## src/design/cn3d_pkg.sv

```systemverilog
package cn3d_pkg;

   localparam logic [31:0] HashMulX    = 32'h27d4eb2d;
   localparam logic [31:0] HashMulY    = 32'h165667b1;
   localparam logic [31:0] HashMulZ    = 32'h9e3779b9;
   localparam logic [31:0] HashMulMix  = 32'h85ebca6b;
   localparam int          WorkFrac    = 24;
   localparam int          NumCells    = 27;
   localparam int          SqWidth     = 50;
   localparam int          OutWidth    = 17;
   localparam int          RootWidth   = 26;
   localparam int          RootSteps   = 17;
   localparam logic [OutWidth-1:0] OutMax = 17'd65536;

   // Per-cell work item travelling down the chain
   typedef struct packed {
      logic        valid;
      logic [31:0] cell_x;
      logic [31:0] cell_y;
      logic [31:0] cell_z;
      logic [24:0] frac_x;
      logic [24:0] frac_y;
      logic [24:0] frac_z;
      logic [31:0] seed;
      logic [SqWidth-1:0] best;
   } cn3d_item_type;

   // Square root chain item
   typedef struct packed {
      logic                 valid;
      logic [SqWidth-1:0]   rem;
      logic [RootWidth-1:0] root;
   } cn3d_root_type;

endpackage

```

## src/design/cn3d_root.sv

```systemverilog
// One bit of the restoring square root per stage.
module cn3d_root #(
   parameter int STEP = 0
) (
   input  logic                    clock,
   input  logic                    reset,
   input  logic                    advance,
   input  cn3d_pkg::cn3d_root_type item_in,
   output cn3d_pkg::cn3d_root_type item_out
);
   import cn3d_pkg::*;

   localparam int Shift = 2 * (RootSteps - 1 - STEP);

   logic [SqWidth-1:0] trial;
   logic               take;
   always_comb begin
      trial = {22'd0, item_in.root, 2'b01} << Shift;
      take  = (item_in.rem >= trial);
   end

   always_ff @(posedge clock) begin
      if (reset) begin
         item_out.valid <= 1'b0;
      end else if (advance) begin
         item_out.valid <= item_in.valid;
         item_out.rem   <= take ? item_in.rem - trial : item_in.rem;
         item_out.root  <= {item_in.root[RootWidth-2:0], take};
      end
   end
endmodule

```

## config.mk

```make
export PLATFORM = sky130hd
export DESIGN_NAME = cn3d_root
export DESIGN_NICKNAME = d
export VERILOG_FILES = /design/src/design/cn3d_pkg.sv /design/src/design/cn3d_root.sv
export SDC_FILE = /design/constraint.sdc
export NUM_CORES = 1
export LEC_CHECK = 0
export ABC_AREA = 0
export BUFFER_PORTS_ARGS = -buffer_cell sky130_fd_sc_hd__clkbuf_2
export CORE_MARGIN = 8
export CORE_UTILIZATION = 30
export DETAILED_ROUTE_END_ITERATION = 6
export GPL_TIMING_DRIVEN = 0
export SLEW_MARGIN = 20
export SYNTH_ARGS = -nofsm -noshare
export SYNTH_HDL_FRONTEND = slang
export SYNTH_SLANG_ARGS = --single-unit
```

## constraint.sdc

```tcl
create_clock -name clock -period 4.1 [get_ports clock]
set_clock_uncertainty 0.05 [all_clocks]
set_input_delay 0.205 -clock clock [delete_from_list [all_inputs] [get_ports clock]]
set_output_delay 0.205 -clock clock [all_outputs]
set_load 0.1 [all_outputs]
```

==> flow_metrics.env, run 1 <==
export IMPL_synth_seq_area_share_pct=63.0
export IMPL_relSlewSlack_pct=52.0
export IMPL_cp_required_ns=4.14
export IMPL_synth_flop_cell="sky130_fd_sc_hd__edfxtp_1"
export IMPL_ys_async_sr_fraction_pct=0
export IMPL_synthesis_yosys_warnings=0
export IMPL_min_delay_path_class="primary input to register"
export IMPL_critPathKind="primary input to register"
export IMPL_layout_top_registers="item_out x77"
export IMPL_cpMaxStageDelayCell="sky130_fd_sc_hd__dlygate4sd3_1"
export IMPL_p_leak_nw=2.29
export IMPL_core_area_um2=12000
export IMPL_reg_clk_slew_reported_paths_ns=0.06
export IMPL_drt_wirelength_per_cell_um=16.5
export IMPL_floorplan_die_area_um2=16000
export IMPL_cap_viol_max_count=0
export IMPL_worst_path_max_fanout=10
export IMPL_via_count_of_the_first_global_routing_pass=3027
export IMPL_netlist_cell_type_count=53
export IMPL_registers_top_by_ff_count="item_out"
export IMPL_totalNegativeSetupSlack_ns=0
export IMPL_synthesis_instances=256
export IMPL_setup_worst_path_start_class="primary input"
export IMPL_layout_cell_area_non_filler_um2=5230
export IMPL_final_hold_viol_count=0
export IMPL_timing_final_setup_violations=0
export IMPL_first_pass_iters=4
export IMPL_vias=2805
export IMPL_critical_path_reg2reg_startpoint="item_out[76]"
export IMPL_post_synth_top_area_cell="sky130_fd_sc_hd__edfxtp_1"
export IMPL_yosys_top_cells_count="sky130_fd_sc_hd__edfxtp_1 (76), sky130_fd_sc_hd__inv_1 (21), sky130_fd_sc_hd__ha_1 (18)"
export IMPL_ff2ff_path_depth=2
export IMPL_post_cts_resize_count=0
export IMPL_drtAntennaViolNets=0
export IMPL_die_height_um=126
export IMPL_grt_setup_unrepaired="no"
export IMPL_dpl_cell_count=560
export IMPL_arrival_ns=3.08
export IMPL_clk_path_buf_depth=2
export IMPL_critical_path_reg2reg_endpoint="item_out[76]"
export IMPL_ir_drop_mv=0.142
export IMPL_place_detailed_hpwl_um=7780
export IMPL_routed_wl_um=9900
export IMPL_placed_cell_area_um2=4660
export IMPL_detail_route_iter0_violations=185
export IMPL_synth_top_cell_area_share_pct=62.5
export IMPL_diodes=0
export IMPL_drcViolationCount=0
export IMPL_timing_critical_path_to_type="register"
export IMPL_synth_edff_count=76
export IMPL_cts_buffers_inserted=9
export IMPL_count_of_buffers_from_port_buffering=155
export IMPL_cts_root_buf="sky130_fd_sc_hd__clkbuf_16"
export IMPL_status="finished clean"
export IMPL_place_congestion=0.809
export IMPL_syn_mean_instance_area_um2=14.3
export IMPL_grt_pass1_wl_um=15700
export IMPL_final_cells=600
export IMPL_max_slew_worst_pin_slew_ns=0.719
export IMPL_numClockSinks=77
export IMPL_drive_above_1_share_pct=44.2
export IMPL_clock_tree_from_tritoncts="built"
export IMPL_final_min_period_over_clock_period_pct=74.2
export IMPL_yosys_cell_count_top_type="sky130_fd_sc_hd__edfxtp_1"
export IMPL_post_synth_instance_area_um2=3650
export IMPL_largest_reg_flops=77
export IMPL_post_synth_main_area_contributors="sky130_fd_sc_hd__edfxtp_1 (62%), sky130_fd_sc_hd__ha_1 (6.2%), sky130_fd_sc_hd__xnor2_1 (3.1%)"
export IMPL_initial_utilization_pct=30.5
export IMPL_core_rowCount=40
export IMPL_gr_usage_all_layers_pct=12.6
export IMPL_dieWidth_um=126
export IMPL_hold_path_startpoint="item_in[6]"
export IMPL_powerDensity_nw_per_um2=496
export IMPL_finalNetCount=546
export IMPL_clock_fmax_mhz=329
export IMPL_antenna_found_initial=0
export IMPL_ys_ff_latch=77
export IMPL_clk_insertion_delay_late_ns=0.33
export IMPL_dp_slack_ns=1.21
export IMPL_setup_reg_to_reg_worst_slack_ns=3.47
export IMPL_critical_path_max_stage_delay_ns=0.52
export IMPL_final_max_slew_viol_count=0
export IMPL_drt_vias_per_instance=4.68
export IMPL_post_route_min_period_ns=3.04
export IMPL_count_of_h_tree_levels_built_during_cts=3
export IMPL_min_path_cells=1
export IMPL_setup_ws_ns=1.06
export IMPL_nFillCells=1136
export IMPL_synth_nets=354
export IMPL_grt_overflow=0
export IMPL_io_pins=157
export IMPL_hold_path_end="item_out[7]"
export IMPL_flow_area_growth_from_synthesis_pct=43.1
export IMPL_grt_start_max_net_pins=28
export IMPL_cp_cell_sequence="dlygate4sd3_1, clkbuf_2, inv_1, ha_1, buf_4, and3_2, nand2_1, nor4_1, a311oi_1, o21a_4, inv_4, buf_12, mux2_4"
final cells by class:
| class | count | area, um^2 | area share, % |
|---|---|---|---|
| Buffer | 4 | 46.3 | 0.886 |
| Clock buffer | 11 | 243 | 4.65 |
| Inverter | 22 | 85.1 | 1.63 |
| Timing Repair Buffer | 181 | 1060 | 20.2 |
| Clock inverter | 5 | 82.6 | 1.58 |
| Tap cell | 147 | 184 | 3.52 |
| Sequential cell | 77 | 2300 | 44.1 |
| Multi-Input combinational cell | 153 | 1230 | 23.5 |
cells in the final DEF, fill, tap and decap left out, types with 2 or more instances in the layout:
| cell type | synthesis | final |
|---|---|---|
| sky130_fd_sc_hd__clkbuf_2 | 0 | 155 |
| sky130_fd_sc_hd__edfxtp_1 | 76 | 76 |
| sky130_fd_sc_hd__dlygate4sd3_1 | 0 | 24 |
| sky130_fd_sc_hd__inv_1 | 21 | 21 |
| sky130_fd_sc_hd__ha_1 | 18 | 18 |
| sky130_fd_sc_hd__a21oi_1 | 14 | 14 |
| sky130_fd_sc_hd__nand2_1 | 13 | 13 |
| sky130_fd_sc_hd__xnor2_1 | 13 | 13 |
| sky130_fd_sc_hd__nor2_1 | 11 | 11 |
| sky130_fd_sc_hd__clkbuf_16 | 0 | 9 |
| sky130_fd_sc_hd__nor4_1 | 7 | 7 |
| sky130_fd_sc_hd__mux2_4 | 7 | 7 |
| sky130_fd_sc_hd__o21ai_0 | 6 | 6 |
| sky130_fd_sc_hd__mux2_2 | 6 | 6 |
| sky130_fd_sc_hd__mux2i_1 | 5 | 5 |
| sky130_fd_sc_hd__nor3_1 | 4 | 4 |
| sky130_fd_sc_hd__o211ai_1 | 3 | 3 |
| sky130_fd_sc_hd__buf_12 | 1 | 3 |
| sky130_fd_sc_hd__o211a_1 | 3 | 3 |
| sky130_fd_sc_hd__buf_4 | 2 | 2 |
| sky130_fd_sc_hd__nand2b_1 | 2 | 2 |
| sky130_fd_sc_hd__nand4_1 | 2 | 2 |
| sky130_fd_sc_hd__or4_1 | 2 | 2 |
| sky130_fd_sc_hd__nand3_1 | 2 | 2 |
| sky130_fd_sc_hd__o31a_1 | 2 | 2 |
| sky130_fd_sc_hd__a311oi_1 | 2 | 2 |
| sky130_fd_sc_hd__o311a_1 | 2 | 2 |
| sky130_fd_sc_hd__a211oi_1 | 2 | 2 |
| sky130_fd_sc_hd__o21a_1 | 2 | 2 |
| sky130_fd_sc_hd__bufinv_16 | 0 | 2 |
worst max path at each step:
stage | end | slack [ns] | depth (start not counted) | from
2_1_floorplan | item_out[0] | 1.42 | 1 | advance
3_3_place_gp | item_out[9] | 0.46 | 2 | advance
3_5_place_dp | item_out[73] | 1.21 | 11 | item_in[7]
4_1_cts | item_out[67] | 1.05 | 13 | item_in[12]
5_1_grt | item_out[69] | 0.91 | 13 | item_in[12]
6_report | item_out[71] | 1.06 | 13 | item_in[12]
power by group:
part	internal, mW	total, mW	switching, mW
clock	0.552	0.859	0.307
combinational	0.194	0.782	0.587
sequential	0.938	0.952	0.0146
total	1.68	2.59	0.909
through the flow:
| step | hold slack [ns] | total power [mW] | utilization [%] |
|---|---|---|---|
| finish | 0.0147 | 2.59 | 43.7 |
| global route | 0.00454 | 2.69 | 43.7 |
| CTS | 0.000447 | 2.63 | 43.7 |
| detailed placement | 0.334 | 1.74 | 39.0 |
| global placement | 0.332 | 1.73 | 38.6 |
| floorplan | 0.227 | 1.59 | - |
cells by family after synthesis:
group	synth area share [%]
buf+inv	3.60
simple gates	8.19
xor+xnor	3.12
fa+ha+maj	6.17
mux	6.10
flops	63.0
compound gates	9.80
metal layers:
layer	routed length, um	track usage [%]
met3	808	4.90
met4	212	6.37
met2	4920	21.4
met5	0	0
met1	3960	13.4
worst max-delay path, delay by kind of cell:
kind / cells / cell delay (ns)
multiplexers: 1 / 0.29
adder cells (fa/ha/maj): 1 / 0.28
AND/OR/NAND/NOR: 3 / 0.46
buffers and inverters: 6 / 1.07
AO/OA/AOI/OAI: 2 / 0.76
what timing repair did:
item / CTS / global route
buffers inserted: 0 / 0
hold buffers: 24 / 0
endpoints found under the hold margin: 24 / 0
No activity file was read; power rests on OpenSTA's default activity.
==> inputs of run 2 (changes only) <==
--- a/config.mk
+++ b/config.mk
@@ -5,7 +5,7 @@
 export SDC_FILE = /design/constraint.sdc
 export NUM_CORES = 1
 export LEC_CHECK = 0
-export ABC_AREA = 0
+export ABC_AREA = 1
 export BUFFER_PORTS_ARGS = -buffer_cell sky130_fd_sc_hd__clkbuf_2
 export CORE_MARGIN = 8
 export CORE_UTILIZATION = 30
==> constraint.sdc (replaced) <==
create_clock -name clock -period 2.63 [get_ports clock]
set_clock_uncertainty 0.05 [all_clocks]
set_input_delay 0.1315 -clock clock [delete_from_list [all_inputs] [get_ports clock]]
set_output_delay 0.1315 -clock clock [all_outputs]
set_load 0.1 [all_outputs]
==> run 2 against run 1 <==
Sequential power is 55% higher. Cell count is 30% higher. Via count is 20% higher. Global-route usage is 1.4 points higher. Flip-flop and latch count stayed put. Critical path type unchanged.
==> flow_metrics.env, run 2 <==
export IMPL_status="finished clean"
export IMPL_largest_reg_flops=77
export IMPL_synth_edff_count=76
export IMPL_initial_utilization_pct=30.5
export IMPL_ys_ff_latch=77
export IMPL_drive_above_1_share_pct=30.4
export IMPL_clk_path_buf_depth=2
export IMPL_synthesis_instances=375
export IMPL_post_cts_resize_count=0
export IMPL_final_min_period_over_clock_period_pct=90.3
export IMPL_place_congestion=0.812
export IMPL_drt_wirelength_per_cell_um=14.3
export IMPL_setup_worst_path_start_class="primary input"
export IMPL_antenna_found_initial=0
export IMPL_setup_reg_to_reg_worst_slack_ns=1.47
export IMPL_worst_path_max_fanout=10
export IMPL_io_pins=157
export IMPL_gr_usage_all_layers_pct=14.0
export IMPL_powerDensity_nw_per_um2=688
export IMPL_nFillCells=1184
export IMPL_grt_overflow=0
export IMPL_p_leak_nw=2.74
export IMPL_dpl_cell_count=705
export IMPL_clock_tree_from_tritoncts="built"
export IMPL_drt_vias_per_instance=4.32
export IMPL_synthesis_yosys_warnings=0
export IMPL_floorplan_die_area_um2=16500
export IMPL_hold_path_end="item_out[72]"
export IMPL_arrival_ns=2.41
export IMPL_relSlewSlack_pct=61.9
export IMPL_fin_total_pwr_mw=3.95
export IMPL_hold_path_startpoint="item_in[72]"
export IMPL_place_detailed_hpwl_um=8340
export IMPL_via_count_of_the_first_global_routing_pass=3649
export IMPL_final_common_cell="sky130_fd_sc_hd__clkbuf_2"
export IMPL_critical_path_reg2reg_endpoint="item_out[76]"
export IMPL_first_pass_iters=4
export IMPL_synth_top_cell_area_share_pct=60.1
export IMPL_detail_route_iter0_violations=139
export IMPL_dp_slack_ns=0.412
export IMPL_placed_cell_area_um2=4860
export IMPL_synth_flop_cell="sky130_fd_sc_hd__edfxtp_1"
export IMPL_post_route_min_period_ns=2.37
export IMPL_max_slew_worst_pin_slew_ns=0.573
export IMPL_final_max_slew_viol_count=0
export IMPL_synth_nets=473
export IMPL_count_of_buffers_from_port_buffering=155
export IMPL_layout_cell_area_non_filler_um2=5740
export IMPL_min_path_cells=3
export IMPL_clk_insertion_delay_late_ns=0.33
export IMPL_routed_wl_um=11100
export IMPL_clock_fmax_mhz=421
export IMPL_min_delay_path_class="primary input to register"
export IMPL_final_cell_mix="sky130_fd_sc_hd__clkbuf_2 (155), sky130_fd_sc_hd__nand2_1 (115), sky130_fd_sc_hd__edfxtp_1 (76)"
export IMPL_ir_drop_mv=0.246
export IMPL_yosys_top_cells_count="sky130_fd_sc_hd__nand2_1 (115), sky130_fd_sc_hd__edfxtp_1 (76), sky130_fd_sc_hd__inv_1 (45)"
export IMPL_cap_viol_max_count=0
export IMPL_final_seq_area_um2=2300
export IMPL_ys_async_sr_fraction_pct=0
export IMPL_ff2ff_path_depth=3
export IMPL_cts_root_buf="sky130_fd_sc_hd__clkbuf_16"
export IMPL_registers_top_by_ff_count="item_out"
export IMPL_count_of_h_tree_levels_built_during_cts=3
export IMPL_post_synth_main_area_contributors="sky130_fd_sc_hd__edfxtp_1 (60%), sky130_fd_sc_hd__nand2_1 (11%), sky130_fd_sc_hd__ha_1 (5.9%)"
export IMPL_post_synth_instance_area_um2=3800
export IMPL_synth_seq_area_share_pct=60.6
export IMPL_drtAntennaViolNets=0
export IMPL_timing_final_setup_violations=0
export IMPL_setup_ws_ns=0.256
export IMPL_grt_start_max_net_pins=31
export IMPL_final_hold_viol_count=0
export IMPL_critical_path_reg2reg_startpoint="item_out[76]"
export IMPL_netlist_cell_type_count=25
export IMPL_vias=3372
export IMPL_yosys_cell_count_top_type="sky130_fd_sc_hd__nand2_1"
export IMPL_final_cells=780
export IMPL_syn_mean_instance_area_um2=10.1
export IMPL_diodes=0
export IMPL_cts_buffers_inserted=9
export IMPL_dieWidth_um=129
export IMPL_core_rowCount=41
export IMPL_finalNetCount=701
export IMPL_die_height_um=129
export IMPL_post_synth_top_area_cell="sky130_fd_sc_hd__edfxtp_1"
export IMPL_timing_critical_path_to_type="register"
export IMPL_layout_core_utilization_pct=46.0
export IMPL_reg_clk_slew_reported_paths_ns=0.05
export IMPL_layout_top_registers="item_out x77"
export IMPL_critPathKind="primary input to register"
export IMPL_grt_pass1_wl_um=18000
export IMPL_cp_required_ns=2.67
export IMPL_drcViolationCount=0
export IMPL_numClockSinks=77
export IMPL_core_area_um2=12500
export IMPL_flow_area_growth_from_synthesis_pct=51.1
export IMPL_grt_setup_unrepaired="no"
export IMPL_multi_input_area_um2=1300
run 2: cell types whose count changed after synthesis, sizes merged, moves of 3 or more:
cell	change
mux2	-13
nor4	-7
o211ai	-3
nand2	+110
o21a	-3
inv	+23
nor2	+25
a21oi	+5
xnor2	-11
mux2i	-5
nand3	+29
o211a	-3
nor3	-3
xor2	+6
run 2: worst max-delay path: stages:
cell                            delay, ns
sky130_fd_sc_hd__dlygate4sd3_1       0.52
sky130_fd_sc_hd__clkbuf_2            0.10
sky130_fd_sc_hd__inv_1               0.04
sky130_fd_sc_hd__ha_1                0.36
sky130_fd_sc_hd__a21oi_1             0.21
sky130_fd_sc_hd__o21ai_0             0.18
sky130_fd_sc_hd__a21oi_4             0.42
sky130_fd_sc_hd__nand2_8             0.14
sky130_fd_sc_hd__buf_12              0.17
sky130_fd_sc_hd__nand2_1             0.07
sky130_fd_sc_hd__nand2_1             0.06
run 2: what timing repair did:
item                      in CTS  in global routing
hold buffers                  59                  0
buffers inserted               0                  0
hold endpoints to repair      58                  0
run 2: final cells by class:
type / instances / area share (%)
buffer: 3 / 0.611
clock inverter: 5 / 0.894
multi-input combinational: 250 / 22.6
tap: 172 / 3.75
inverter: 45 / 2.94
clock buffer: 11 / 4.06
timing repair buffer: 217 / 25.0
sequential: 77 / 40.1
run 2: logic make-up after synthesis:
group / after synthesis / share of synthesized area [%]
flip-flops: 77 / 60.6
XOR/XNOR: 8 / 1.85
AO/OA/AOI/OAI: 29 / 4.45
adder cells (fa/ha/maj): 18 / 5.93
AND/OR/NAND/NOR: 195 / 21.8
buffers and inverters: 48 / 5.37
run 2: how the worst max path moves through the flow:
stage	from	slack, ns	cells after the start	end
3_3_place_gp	advance	-0.86	3	item_out[10]
2_1_floorplan	advance	0.02	2	item_out[0]
3_5_place_dp	item_in[13]	0.41	10	item_out[70]
5_1_grt	item_in[13]	0.08	11	item_out[70]
6_report	item_in[13]	0.26	11	item_out[70]
4_1_cts	item_in[13]	0.22	11	item_out[70]
run 2: layer usage:
metal,routed length [um],up-vias,track usage [%]
met5,0,-,0
met4,295,0,7.05
met3,827,19,3.85
met2,5460,106,24.2
met1,4550,1536,15.6
li1,-,1711,-
run 2: through the flow:
step           TNS (ns)  hold WS, ns
6_report              0       0.0755
2_1_floorplan         0        0.151
4_1_cts               0       0.0564
3_3_place_gp     -64.75        0.259
5_1_grt               0       0.0825
3_5_place_dp          0        0.261
run 2: power by group:
part | internal, mW | total (mW) | leakage, nW | switching [mW]
clock | 0.729 | 1.20 | 0.139 | 0.473
combinational | 0.293 | 1.26 | 1.88 | 0.970
sequential | 1.46 | 1.48 | 0.718 | 0.0240
